==> src/rtl/core/umc_pkg.sv <==
// umc_pkg: shared types and constants of the unitary matrix check unit
// used by umc_ctrl, umc_dpath and the top level; no dependencies
`timescale 1ns / 1ps
`default_nettype none
package umc_pkg;

	localparam int ELEM_W = 32;
	localparam int SIZE_W = 5;
	localparam int TOL_W  = 20;
	localparam int ACC_W  = 48;
	localparam int FRAC_W = 30;

	localparam logic [4:0]  SIZE_RST = 5'd16;
	localparam logic [19:0] TOL_RST  = 20'd11;

	// register indexes of the configuration port
	localparam logic REG_SIZE = 1'b0;
	localparam logic REG_TOL  = 1'b1;

	typedef enum logic [1:0] {
		ST_LOAD,
		ST_CHECK,
		ST_DRAIN
	} state_t;

	// controller to datapath
	typedef struct packed {
		logic wr_en;
		logic rd_en;
		logic first;
		logic last;
		logic diag;
		logic fin;
		logic clear;
	} cmd_t;

	// datapath to controller
	typedef struct packed {
		logic done;
		logic pass;
	} sts_t;

endpackage
`default_nettype wire

==> src/rtl/core/umc_ctrl.sv <==
// umc_ctrl: load and check sequencer of the unitary matrix check unit
// depends on umc_pkg
`timescale 1ns / 1ps
`default_nettype none
module umc_ctrl #(
	parameter int MAX_N = 16,
	parameter int IW    = $clog2(MAX_N),
	parameter int AW    = $clog2(MAX_N * MAX_N)
) (
	input  wire logic                        clk,
	input  wire logic                        arst_n,
	input  wire logic [umc_pkg::SIZE_W-1:0]  size,
	input  wire logic                        size_wr,
	input  wire logic                        in_valid,
	output logic                             in_ready,
	input  wire logic                        out_free,
	output logic                             publish,
	output umc_pkg::cmd_t                    cmd,
	output logic [AW-1:0]                    wr_addr,
	output logic [AW-1:0]                    rd_addr_a,
	output logic [AW-1:0]                    rd_addr_b,
	input  wire umc_pkg::sts_t               sts
);

	localparam int CW = (IW + 1 > umc_pkg::SIZE_W) ? IW + 1 : umc_pkg::SIZE_W;

	umc_pkg::state_t state_q, state_d;
	logic [IW-1:0] row_q, col_q;
	logic [IW-1:0] i_q, j_q, k_q;
	logic [IW-1:0] nm1;
	logic [CW-1:0] sz_c;
	logic          load_end, k_end, fin;
	logic          accept;

	// effective size minus one
	always_comb begin
		sz_c = CW'(size);
		if (sz_c == '0) begin
			nm1 = '0;
		end else if (sz_c > CW'(MAX_N)) begin
			nm1 = IW'(MAX_N - 1);
		end else begin
			nm1 = IW'(sz_c - CW'(1));
		end
	end

	assign accept    = in_valid && in_ready;
	assign load_end  = (row_q == nm1) && (col_q == nm1);
	assign k_end     = (k_q == nm1);
	assign fin       = k_end && (i_q == nm1) && (j_q == nm1);
	assign wr_addr   = AW'(row_q) * AW'(MAX_N) + AW'(col_q);
	assign rd_addr_a = AW'(k_q) * AW'(MAX_N) + AW'(i_q);
	assign rd_addr_b = AW'(k_q) * AW'(MAX_N) + AW'(j_q);

	always_comb begin
		state_d = state_q;
		unique case (state_q)
			umc_pkg::ST_LOAD: begin
				if (accept && load_end) state_d = umc_pkg::ST_CHECK;
			end
			umc_pkg::ST_CHECK: begin
				if (fin) state_d = umc_pkg::ST_DRAIN;
			end
			umc_pkg::ST_DRAIN: begin
				if (sts.done && out_free) state_d = umc_pkg::ST_LOAD;
			end
			default: state_d = umc_pkg::ST_LOAD;
		endcase
	end

	always_comb begin
		cmd      = '0;
		in_ready = 1'b0;
		publish  = 1'b0;
		unique case (state_q)
			umc_pkg::ST_LOAD: begin
				in_ready   = 1'b1;
				cmd.wr_en  = in_valid;
				cmd.clear  = accept && load_end;
			end
			umc_pkg::ST_CHECK: begin
				cmd.rd_en = 1'b1;
				cmd.first = (k_q == '0);
				cmd.last  = k_end;
				cmd.diag  = (i_q == j_q);
				cmd.fin   = fin;
			end
			umc_pkg::ST_DRAIN: begin
				publish = sts.done && out_free;
			end
			default: ;
		endcase
	end

	always_ff @(posedge clk or negedge arst_n) begin
		if (!arst_n) begin
			state_q <= umc_pkg::ST_LOAD;
			row_q   <= '0;
			col_q   <= '0;
			i_q     <= '0;
			j_q     <= '0;
			k_q     <= '0;
		end else begin
			state_q <= state_d;
			if (size_wr) begin
				row_q <= '0;
				col_q <= '0;
			end else if (accept) begin
				if (col_q == nm1) begin
					col_q <= '0;
					row_q <= load_end ? '0 : row_q + 1'b1;
				end else begin
					col_q <= col_q + 1'b1;
				end
			end
			if (state_q == umc_pkg::ST_CHECK) begin
				if (k_end) begin
					k_q <= '0;
					if (j_q == nm1) begin
						j_q <= '0;
						i_q <= (i_q == nm1) ? '0 : i_q + 1'b1;
					end else begin
						j_q <= j_q + 1'b1;
					end
				end else begin
					k_q <= k_q + 1'b1;
				end
			end
		end
	end

endmodule
`default_nettype wire

==> config.mk <==
export PLATFORM = sky130hd
export DESIGN_NAME = umc_ctrl
export DESIGN_NICKNAME = d
export VERILOG_FILES = /design/src/rtl/core/umc_pkg.sv /design/src/rtl/core/umc_ctrl.sv
export SDC_FILE = /design/constraint.sdc
export NUM_CORES = 1
export LEC_CHECK = 0
export ABC_AREA = 1
export BUFFER_PORTS_ARGS = -buffer_cell sky130_fd_sc_hd__buf_2
export CAP_MARGIN = 20
export CORE_MARGIN = 2
export CORE_UTILIZATION = 40
export DETAILED_ROUTE_END_ITERATION = 10
export SYNTH_ARGS = -nofsm -noshare
export SYNTH_HDL_FRONTEND = slang
export SYNTH_SLANG_ARGS = --single-unit
==> constraint.sdc <==
create_clock -name clk -period 2.43 [get_ports clk]
set_input_delay 0.486 -clock clk [delete_from_list [all_inputs] [get_ports clk]]
set_output_delay 0.486 -clock clk [all_outputs]
set_load 0.05 [all_outputs]
## Word level (Yosys, flattened, before mapping)

Index checks and enable logic that the tools add are counted.

| word-level totals | value |
|---|---|
| flip-flop bits (word level) | 22 |
| bits of input ports | 12 |
| output and inout port bits | 33 |

| cells by class | value |
|---|---|
| magnitude comparators | 1 |
| equal/unequal tests | 11 |
| add/sub/neg operators | 9 |
| reductions and logical operators | 15 |
| muxes and demuxes | 21 |

Operators with widths:

| kind | count |
|---|---|
| $mux W4 | 12 |
| $add A8 B4 Y8 | 3 |
| $eq A4 B4 Y1 | 6 |
| $add A4 B1 Y4 const B | 5 |
| $logic_and A1 B1 Y1 | 6 |
| $mux W2 | 3 |
| $ne A2 B2 Y1 const B | 3 |
| $pmux W2 S3 | 1 |
| $reduce_and A3 Y1 | 2 |
| $gt A5 B5 Y1 const B | 1 |
| $logic_not A5 Y1 | 1 |
| $mux W5 | 1 |
| $logic_not A4 Y1 | 1 |
| $mux W1 | 4 |
| $reduce_and A2 Y1 | 2 |
| $reduce_bool A2 Y1 | 2 |
| $sub A4 B1 Y4 const B | 1 |
| $eq A2 B1 Y1 const B | 1 |
| $eq A2 B2 Y1 const B | 1 |
| $logic_not A2 Y1 | 1 |

## Depth between registers and ports, before layout

Gate-level depths: netlist (run 1).

| depth | value |
|---|---|
| word-level depth | 9 |
| gate-level depth with buffers | 14 |
| mapped depth without buffers | 14 |

## Least setup slack after synthesis (run 1)

No wires, ideal clock.

| timing path | value |
|---|---|
| path kind | register -> output |
| from | register state_q[1] |
| to | output cmd[2] in the netlist's numbering |
| data required time | 1944 ps |
| cell stages (with the launch flop) | 6 |
| slack | -772 ps |
| buffers on the path | 0 |
| data arrival time | 2716 ps |
| cell sequence | dfrtp_1 nor2_2 inv_1 a21oi_1 o2111ai_1 a211oi_1 |

RTL lines:

| element | RTL line | RTL |
|---|---|---|
| start, declared | umc_ctrl.sv:27 | `umc_pkg::state_t state_q, state_d;` |
| start signal, assigned | umc_ctrl.sv:97 | `state_q <= umc_pkg::ST_LOAD;` |
| start signal, assigned | umc_ctrl.sv:104 | `state_q <= state_d;` |
| end, declared | umc_ctrl.sv:18 | `output umc_pkg::cmd_t cmd,` |

==> metrics.md, run 1 <==
| Metric | Value |
|---|---|
| Mapped cell area | `0.00185 mm^2` |
| Worst setup margin | `-0.125 ns` |
| WHS | `~0.18 ns` |
| Distinct cells, synth | `28` |
| P_sw | `around 0.7 mW` |
| Met3 Usage GRT | `under 10%` |
| EDFF count, synth | `0` |
| WP data required | `roughly 1.9 ns` |
| Core Util, Final | `between 50% and 60%` |
| Placer congestion estimate | `between 0.8 and 0.9` |
| Post-synthesis sequential area ratio | `between 20% and 30%` |
| CP endpoint kind | `output port` |
| M1 GR Usage | `between 20 and 30%` |
| CTS root buf | `clkbuf_8` |
| Cell Chain, Critical Path | `buf_6 > clkinvlp_4 > ha_4 > xnor2_4 > nand2_8 > nand2_8 > xor2_1 > nand2_1 > nor2_2 > nand4_1 > inv_4 > buf_8` |
| Clk sinks | `22` |
| CP peak stage delay | `0.21 ns` |
| Fraction of layout cells with a size suffix above 1 | `between 30 and 40%` |
| Power share of the clock group | `between 10% and 20%` |
| Post-layout net count | `352` |
| Yosys reg bits | `22` |
| Cells after synthesis | `between 200 and 300` |
| Iter 0 DRT Violations | `99` |
| # hold bufs at CTS | `0` |
| Hold WC Path Type | `input port to async pin` |
| CTS tree | `done` |
| Most used DFF post-synth | `dfrtp_1` |
| Via Count | `approximately 1900` |
| Fmax | `between 300 and 400 MHz` |
| Logic gate share of total power | `51.6%` |
| ANT cells | `0` |
| Worst slew pin tran | `roughly 0.51 ns` |
| Synth Area in Compound Gates | `4.73%` |
| CP max FO | `5` |
| Die Y | `approximately 72 um` |
| # DRC | `0` |
| Crit Path Category | `input port to output port` |
| Die width | `between 70 and 80 um` |
| Crit path max-delay family | `simple AND/OR/NAND/NOR gates` |
| Max-Cap Viols | `0` |
| Area taken by multi-input logic gates | `around 0.0013 mm^2` |
| Storage element area | `around 550 um^2` |
| Main combinational cell family by area after synthesis | `simple AND/OR/NAND/NOR gates` |
| Seq pwr share | `approximately a third` |
| Gr busiest metal | `met2` |
| Async S/R FF share, synth | `100%` |
| Total track usage | `approximately 20%` |
| # rows | `24` |
| Max-slew violations | `0` |
| Core area | `~0.0044 mm^2` |
| Post-Synth Adder-Cell Area | `roughly 5.4%` |
| Clock Latency Late Sink | `0.26 ns` |
| Clock tree buffer depth | `2` |
| Crit path top cell by count | `nand2_8` |
| Synth top area cells | `dfrtp_1, nand2_1, nand3_1, inv_1, ha_1` |
| Die Area | `slightly above 0.005 mm^2` |
| Tot Pwr | `roughly 1.5 mW` |
| Critical path launch point type | `input port` |
| M2 GR Usage | `between 30% and 40%` |
| Worst slew margin | `approximately 66%` |
| Vias per std cell | `approximately 4.9` |
| Num CTS Buffers | `3` |
| Initial Utilization | `about two fifths` |
| Xor and xnor area share after synthesis | `7.03%` |
| Setup Slack @ Placement | `-0.269 ns` |
| Cell count of the worst reg-to-reg path | `11` |
| Setup tns final | `-0.173 ns` |
| Tmin final | `around 2.6 ns` |
| Final hold vios | `0` |
| Synth Warn # | `0` |
| WL per Instance | `around 12 um` |
| First-pass GRT wire length | `7.99 mm` |
| Crit path depth | `12` |
| H-tree level count | `1` |
| Critical path arrival | `around 2.1 ns` |
| Final setup violating endpoints | `2` |
| Hpwl dp | `roughly 3.5 mm` |
| Failing checks | `setup timing` |
| Worst vdd ir | `0.201 mV` |
| Mux cell area share after synthesis | `0%` |
| TritonRoute pass-1 iters | `4` |
| Sw Ratio | `a little under half` |
| CP max-delay cell | `nand4_1` |
| Share of the synthesized area in the top cell type | `between 20% and 30%` |
| Worst-path clk slew | `~0.08 ns` |
| Clock skew | `0.00201 ns` |
| Area delta synth->final | `40.7%` |
| RSZ-0062 raised after global routing | `true` |
| Leakage power | `1.33 nW` |
| Port buffer count | `between 40 and 50` |
| Final ANT Viol Nets | `0` |
| Avg Inst Size Synth | `7.04 um^2` |
| Status | `finished with violations` |
| R2R setup slack | `0.69 ns` |
| Synth area leader | `dfrtp_1` |
| Drt total wl | `about 4.8 mm` |
| Fill cells | `about 420` |
| Simple-gate share of the synthesized area | `between 40% and 50%` |
| PD cells | `570 mW/mm^2` |
| Top Ports | `45` |
| Post-synth net total | `roughly 280` |
| GR Overflow Total | `0` |
| Final Cycle Share | `105%` |
| Vias in the first global route | `roughly 1700` |
| Buf/Inv on CP | `4` |
| Initial antenna violation count | `0` |
| Pint | `around 0.77 mW` |
| Largest net degree at the start of global routing | `23` |
## stage by stage
| stage | cells | instance area (um^2) |
|---|---|---|
| after floorplan | 263 | 1900 |
| after CTS | 380 | 2500 |
| after detailed placement | 373 | 2290 |
| after global routing | 382 | 2610 |
| final | 382 | 2610 |
| after global placement | 373 | 2290 |
## metal layers
layer | vias to the layer above | wire length (um)
met5 | - | 0
met4 | 0 | 51
met3 | 4 | 199
met2 | 40 | 2220
met1 | 852 | 2300
li1 | 959 | -
## final timing paths
check,start,to
worst min register to register,row_q[1]$_DFFE_PN0P_,row_q[1]$_DFFE_PN0P_
worst min-delay path,arst_n,row_q[0]$_DFFE_PN0P_
min in group clk,out_free,state_q[1]$_DFFE_PN0P_
max in group asynchronous,arst_n,k_q[2]$_DFFE_PN0P_
worst max register to register,k_q[1]$_DFFE_PN0P_,i_q[1]$_DFFE_PN0P_
worst max-delay path,size[0],cmd[1]
## cells by family after synthesis
family                   Yosys count
buffers and inverters             44
XOR/XNOR                          14
adder cells (fa/ha/maj)            8
AO/OA/AOI/OAI                     16
flip-flops                        22
AND/OR/NAND/NOR                  159
## Yosys cell counts, types with 3 or more instances
library cell  instances
nand2_1              72
inv_1                34
nand3_1              32
nor2_1               25
dfrtp_1              22
o21ai_0              12
nand2_2               9
ha_1                  8
xor2_1                8
nand4_1               7
buf_4                 5
xnor2_1               5
nand2_4               4
buf_6                 3
## layout make-up
class / instances / area share (%)
sequential: 22 / 21.1
clock buffer: 3 / 1.59
tap: 52 / 2.50
timing repair buffer: 74 / 20.1
inverter: 34 / 5.24
multi-input combinational: 197 / 49.4
## registers in the layout (all words and copies together), names as in the netlist
signal   count
i_q          4
col_q        4
row_q        4
state_q      2
j_q          4
k_q          4
## what timing repair did
action,4_1_cts,5_1_grt
pin swaps,11,10
setup endpoints to repair,3,3
resized for setup,29,17
setup buffers,4,2
## power groups by stage
stage / logic, mW / clock network [mW] / registers (mW)
floorplan: 0.398 / 0 / 0.623
global placement: 0.680 / 0 / 0.489
detailed placement: 0.686 / 0 / 0.493
CTS: 0.731 / 0.239 / 0.485
global route: 0.829 / 0.242 / 0.501
finish: 0.766 / 0.230 / 0.488
## cells in the final DEF, fill, tap and decap left out, drive strengths merged, types with 2 or more instances in the layout
| cell type | n |
|---|---|
| dfrtp | 22 |
| nand4 | 7 |
| nand2 | 85 |
| nand3 | 35 |
| clkbuf | 3 |
| o21ai | 12 |
| xor2 | 9 |
| xnor2 | 5 |
| ha | 8 |
| nand3b | 2 |
| nor2 | 29 |
| inv | 33 |
| buf | 74 |
Power figures use the tool's default switching activity.
==> inputs of run 2 (changes only) <==
Settings changed: CELL_PAD_IN_SITES_DETAIL_PLACEMENT from default to 0, CELL_PAD_IN_SITES_GLOBAL_PLACEMENT from default to 1, CORE_UTILIZATION 40 to 38, PLACE_DENSITY_LB_ADDON from default to 0.1.
==> run 2 against run 1 <==
The run still ends with setup timing left. Largest cell class unchanged. First-iteration DRC count decreased by 16%. Setup slack worse by 0.021 ns. Sequential cell count is the same. Die area grew 5.0%. Cell count increased by 2.9%.
==> metrics.md, run 2 (same netlist as run 1, synthesis figures left out) <==
| Metric | Value |
|---|---|
| CP endpoint kind | `output port` |
| Iter 0 DRT Violations | `83 (-16%)` |
| CTS tree | `done` |
| Tot Pwr | `1.58 mW (+6.4%)` |
| Clk sinks | `22 (unchanged)` |
| Cell count of the worst reg-to-reg path | `11 (unchanged)` |
| Final hold vios | `0 (unchanged)` |
| Worst vdd ir | `0.291 mV (+45%)` |
| RSZ-0062 raised after global routing | `true` |
| TritonRoute pass-1 iters | `5 (+1)` |
| Total track usage | `19.1% (-0.45 points)` |
| Tmin final | `2.58 ns (+0.0209 ns)` |
| WP data required | `1.94 ns (about the same)` |
| Num CTS Buffers | `3 (unchanged)` |
| GR Overflow Total | `0 (unchanged)` |
| Die Area | `0.00545 mm^2 (+5.0%)` |
| Status | `finished with violations` |
| CTS root buf | `clkbuf_8` |
| Failing checks | `setup timing` |
| Critical path arrival | `2.09 ns (+0.02 ns)` |
| Most common cell after layout, fill and taps aside | `nand2_1` |
| Leakage power | `1.31 nW (-1.6%)` |
| Hpwl dp | `3.47 mm (-0.93%)` |
| # DRC | `0 (unchanged)` |
| Post-layout net count | `347 (-1.4%)` |
| Core area | `0.00472 mm^2 (+7.0%)` |
| Initial Utilization | `39.2% (-2.7 points)` |
| Drt total wl | `4.74 mm (-0.52%)` |
| Commonest non-fill, non-tap cells in the layout | `nand2_1, buf_2, inv_1` |
| Placed inst area | `0.00228 mm^2 (-0.27%)` |
| H-tree level count | `1 (unchanged)` |
| Worst-path clk slew | `0.09 ns (about the same)` |
| Port buffer count | `43 (unchanged)` |
| Top Ports | `45 (unchanged)` |
| Die width | `73.8 um (+2.5%)` |
| Initial antenna violation count | `0 (unchanged)` |
| Largest net degree at the start of global routing | `23 (unchanged)` |
| Final ANT Viol Nets | `0 (unchanged)` |
| ANT cells | `0 (unchanged)` |
| Fmax | `388 MHz (-0.81%)` |
| First-pass GRT wire length | `8.08 mm (+1.1%)` |
| Vias in the first global route | `1661 (-4.2%)` |
| Worst slew pin tran | `0.550 ns (+0.0405 ns)` |
| # rows | `25 (+4.2%)` |
| Worst setup margin | `-0.146 ns (-0.0209 ns)` |
| Max-Cap Viols | `0 (unchanged)` |
| Via Count | `1820 (-1.9%)` |
| # hold bufs at CTS | `0 (unchanged)` |
| Clock tree buffer depth | `2 (unchanged)` |
| Critical path launch point type | `input port` |
| Placer congestion estimate | `0.787 (-2.1%)` |
| WL per Instance | `12.1 um (-3.3%)` |
| Final setup violating endpoints | `2 (unchanged)` |
| CP max FO | `5 (unchanged)` |
| Area delta synth->final | `39.3%` |
| Hold WC Path Type | `input port to async pin` |
| Fraction of layout cells with a size suffix above 1 | `35.6% (-1.1 points)` |
| Final Cycle Share | `106% (+0.86 points)` |
| Max-slew violations | `0 (unchanged)` |
| Worst slew margin | `63.3% (-2.7 points)` |
| Clock skew | `0.00485 ns (+0.00284 ns)` |
| Clock Latency Late Sink | `0.27 ns (about the same)` |
| Post-route cell area | `0.00258 mm^2 (-0.96%)` |
| Vias per std cell | `4.63 (-4.6%)` |
| PD cells | `612 mW/mm^2 (+7.5%)` |
| Die Y | `73.8 um (+2.5%)` |
| Crit Path Category | `input port to output port` |
[run 2: final cells by class]
| cell class | count | area, um^2 |
|---|---|---|
| Clock inverter | 1 | 30.0 |
| Multi-Input combinational cell | 197 | 1270 |
| Clock buffer | 3 | 41.3 |
| Sequential cell | 22 | 551 |
| Inverter | 34 | 136 |
| Tap cell | 67 | 83.8 |
| Fill cell | 471 | 2140 |
| Timing Repair Buffer | 69 | 467 |
[run 2: path summary, 6_finish.rpt]
kind | slack (ns) | end | from
hold reg to reg | 0.59 | state_q[1]$_DFFE_PN0P_ | state_q[0]$_DFFE_PN0P_
hold / removal | 0.19 | j_q[3]$_DFFE_PN0P_ | arst_n
min in group clk | 0.49 | state_q[1]$_DFFE_PN0P_ | out_free
setup / recovery | -0.15 | cmd[1] | size[0]
max in group asynchronous | 1.87 | row_q[3]$_DFFE_PN0P_ | arst_n
setup reg to reg | 0.73 | i_q[1]$_DFFE_PN0P_ | k_q[0]$_DFFE_PN0P_
[run 2: critical path, stage by stage]
cell and delay (ns):
buf_6 0.08, clkinvlp_4 0.14, ha_4 0.21, xnor2_4 0.17
nand2_4 0.09, nand2_8 0.11, nand2_2 0.06, nand2_2 0.07
nand3_2 0.08, nor2_4 0.12, nand4_1 0.22, inv_4 0.11
buf_8 0.14
[run 2: metrics by stage]
step	util, %	hold WS, ns	worst slack, ns	instances	TNS, ns
after global placement	48.3	0.505	-0.297	383	-0.778
after global routing	54.6	0.223	-0.260	393	-0.604
after floorplan	-	0.190	0.0139	263	0
after CTS	54.0	0.206	-0.154	392	-0.266
final	54.6	0.192	-0.146	393	-0.227
after detailed placement	48.3	0.513	-0.304	383	-0.825
[run 2: power breakdown]
group | internal [mW] | total [mW] | switching (mW)
Combinational | 0.239 | 0.743 | 0.504
Clock | 0.220 | 0.355 | 0.134
Sequential | 0.407 | 0.482 | 0.0745
Total | 0.867 | 1.58 | 0.713
[run 2: what timing repair did]
action / in CTS / in global routing
pin swaps: 11 / 5
setup endpoints to repair: 3 / 3
gates resized for setup: 37 / 4
setup buffers: 5 / 1
[run 2: layer usage]
metal	GRT usage [%]	part of all wire [%]	vias up
met1	27.5	49	818
met2	29.5	46	39
li1	-	-	959
met4	5.66	1.0	0
met3	2.74	4.0	4
met5	0	0	-
==> inputs of run 3 (changes only) <==
Settings changed: SKIP_CTS_REPAIR_TIMING from default to 1.
==> run 3 against run 2 <==
The run still ends with setup timing left. Highest routed layer unchanged. Fmax shrank 2.6%. Clock-buffer cell count is the same. Hold slack lost 0.0048 ns. Clock skew is essentially flat. Setup slack lost 0.069 ns. Core utilization grew 1.6 points. Critical path type unchanged. Largest cell class unchanged.
==> metrics.md, run 3 (same netlist as run 1, synthesis figures left out) <==
| Metric | Value |
|---|---|
| Fraction of layout cells with a size suffix above 1 | `36.4% (+0.81 points)` |
| Top Ports | `45 (unchanged)` |
| CTS tree | `done` |
| Worst slew margin | `63.9% (+0.60 points)` |
| PD cells | `602 mW/mm^2 (-1.8%)` |
| Via Count | `1832 (+0.66%)` |
| First-pass GRT wire length | `7.64 mm (-5.5%)` |
| Fill cells | `472 (+0.21%)` |
| Hold WC Path Type | `input port to async pin` |
| Port buffer count | `43 (unchanged)` |
| # rows | `25 (unchanged)` |
| Iter 0 DRT Violations | `76 (-8.4%)` |
| FF-to-FF Start | `k_q[0]$_DFFE_PN0P_` |
| Placer congestion estimate | `0.787 (unchanged)` |
| Num CTS Buffers | `3 (unchanged)` |
| Die Area | `0.00545 mm^2 (unchanged)` |
| Core Util, Final | `56.2% (+1.6 points)` |
| Clock Latency Late Sink | `0.27 ns (about the same)` |
| Vias per std cell | `4.65 (+0.40%)` |
| Worst slew pin tran | `0.541 ns (-0.00899 ns)` |
| Critical R2R Capture | `i_q[1]$_DFFE_PN0P_` |
| Initial antenna violation count | `0 (unchanged)` |
| Failing checks | `setup timing` |
| Area delta synth->final | `43.4%` |
| Max-Cap Viols | `0 (unchanged)` |
| Drt total wl | `4.85 mm (+2.3%)` |
| Clk sinks | `22 (unchanged)` |
| Leakage power | `1.33 nW (+1.1%)` |
| Final hold vios | `0 (unchanged)` |
| Post-layout net count | `348 (+0.29%)` |
| RSZ-0062 raised after global routing | `true` |
| CTS root buf | `clkbuf_8` |
| Critical path launch point type | `input port` |
| Placed inst area | `0.00228 mm^2 (unchanged)` |
| Total track usage | `18.1% (-0.97 points)` |
| WHS | `0.187 ns (-0.00482 ns)` |
| Worst setup path start | `size[0]` |
| TritonRoute pass-1 iters | `5 (unchanged)` |
| Initial Utilization | `39.2% (unchanged)` |
| Core area | `0.00472 mm^2 (unchanged)` |
| Most common cell after layout, fill and taps aside | `nand2_1` |
| WP data required | `1.94 ns (about the same)` |
| Worst setup path end | `cmd[1]` |
| CP max FO | `5 (unchanged)` |
| GR Overflow Total | `0 (unchanged)` |
| R2R setup slack | `0.74 ns (about the same)` |
| Commonest non-fill, non-tap cells in the layout | `nand2_1, buf_2, inv_1` |
| H-tree level count | `1 (unchanged)` |
| Clock skew | `0.00513 ns (+0.000286 ns)` |
| CP endpoint kind | `output port` |
| # DRC | `0 (unchanged)` |
| Setup Slack @ Placement | `-0.304 ns (unchanged)` |
| Cell count of the worst reg-to-reg path | `11 (unchanged)` |
| Die Y | `73.8 um (unchanged)` |
| ANT cells | `0 (unchanged)` |
| Final Cycle Share | `109% (+2.8 points)` |
| Max-slew violations | `0 (unchanged)` |
| Die width | `73.8 um (unchanged)` |
| Critical path arrival | `2.16 ns (+0.07 ns)` |
| Largest net degree at the start of global routing | `23 (unchanged)` |
| Post-route cell area | `0.00266 mm^2 (+3.0%)` |
| Vias in the first global route | `1565 (-5.8%)` |
| Status | `finished with violations` |
| Worst setup margin | `-0.215 ns (-0.0688 ns)` |
| Fmax | `378 MHz (-2.6%)` |
| Crit Path Category | `input port to output port` |
| Hpwl dp | `3.47 mm (unchanged)` |
| WL per Instance | `12.3 um (+2.0%)` |
| Worst-path clk slew | `0.09 ns (about the same)` |
| Clock tree buffer depth | `2 (unchanged)` |
| Final ANT Viol Nets | `0 (unchanged)` |
| Worst vdd ir | `0.289 mV (-0.96%)` |
| Final setup violating endpoints | `3 (+1)` |
| Tmin final | `2.64 ns (+0.0688 ns)` |
[run 3: cell types whose count changed in the layout (fill, tap and decap cells not counted)]
cell and delta:
buf_8 +1, nand3_1 -3, nand2_2 -3, nor2_4 +1, buf_6 +2, nand3_2 +3
buf_4 -2, nand2_4 -1, nor2_2 -1, nand2_8 +3, nand2_1 +1
[run 3: routing by layer]
metal	vias to the layer above	GRT usage, %	part of all wire, %
met4	0	4.85	1.1
li1	960	-	-
met5	-	0	0
met1	829	26.9	48
met3	5	2.47	3.6
met2	38	27.4	47
[run 3: final cells by class]
class                   count  area, um^2  area share [%]
repair buffers             70         489            18.4
inverters                  34         136            5.13
well taps                  67        83.8            3.16
multi-input cells         197        1330            49.9
clock inverters             1        30.0            1.13
flip-flops and latches     22         551            20.7
clock buffers               3        41.3            1.55
[run 3: power by group]
group	internal (mW)	switching (mW)	total (mW)
Sequential	0.407	0.0775	0.485
Combinational	0.247	0.511	0.758
Clock	0.220	0.135	0.355
Total	0.874	0.724	1.60
[run 3: stage by stage]
step / instances / TNS, ns / total power [mW]
final: 394 / -0.370 / 1.60
after global routing: 394 / -0.675 / 1.69
after CTS: 387 / -0.822 / 1.54
after detailed placement: 383 / -0.825 / 1.17
after global placement: 383 / -0.778 / 1.17
after floorplan: 263 / 0 / 1.02
[run 3: critical path, stage by stage]
cell        delay [ns]
buf_6             0.07
clkinvlp_4        0.15
ha_4              0.22
xnor2_4           0.21
nand2_8           0.09
nand2_8           0.10
xor2_1            0.15
nand2_1           0.08
nor2_2            0.13
nand4_1           0.22
inv_4             0.11
buf_8             0.14
[run 3: how the worst min path moves through the flow]
stage                start                   end  slack, ns  depth (start not counted)
floorplan           arst_n  col_q[0]$_DFFE_PN0P_       0.19                          0
global placement    arst_n    j_q[2]$_DFFE_PN0P_       0.51                          1
detailed placement  arst_n    j_q[2]$_DFFE_PN0P_       0.51                          1
CTS                 arst_n    j_q[1]$_DFFE_PN0P_       0.21                          1
global route        arst_n    j_q[3]$_DFFE_PN0P_       0.22                          1
finish              arst_n    j_q[3]$_DFFE_PN0P_       0.19                          1
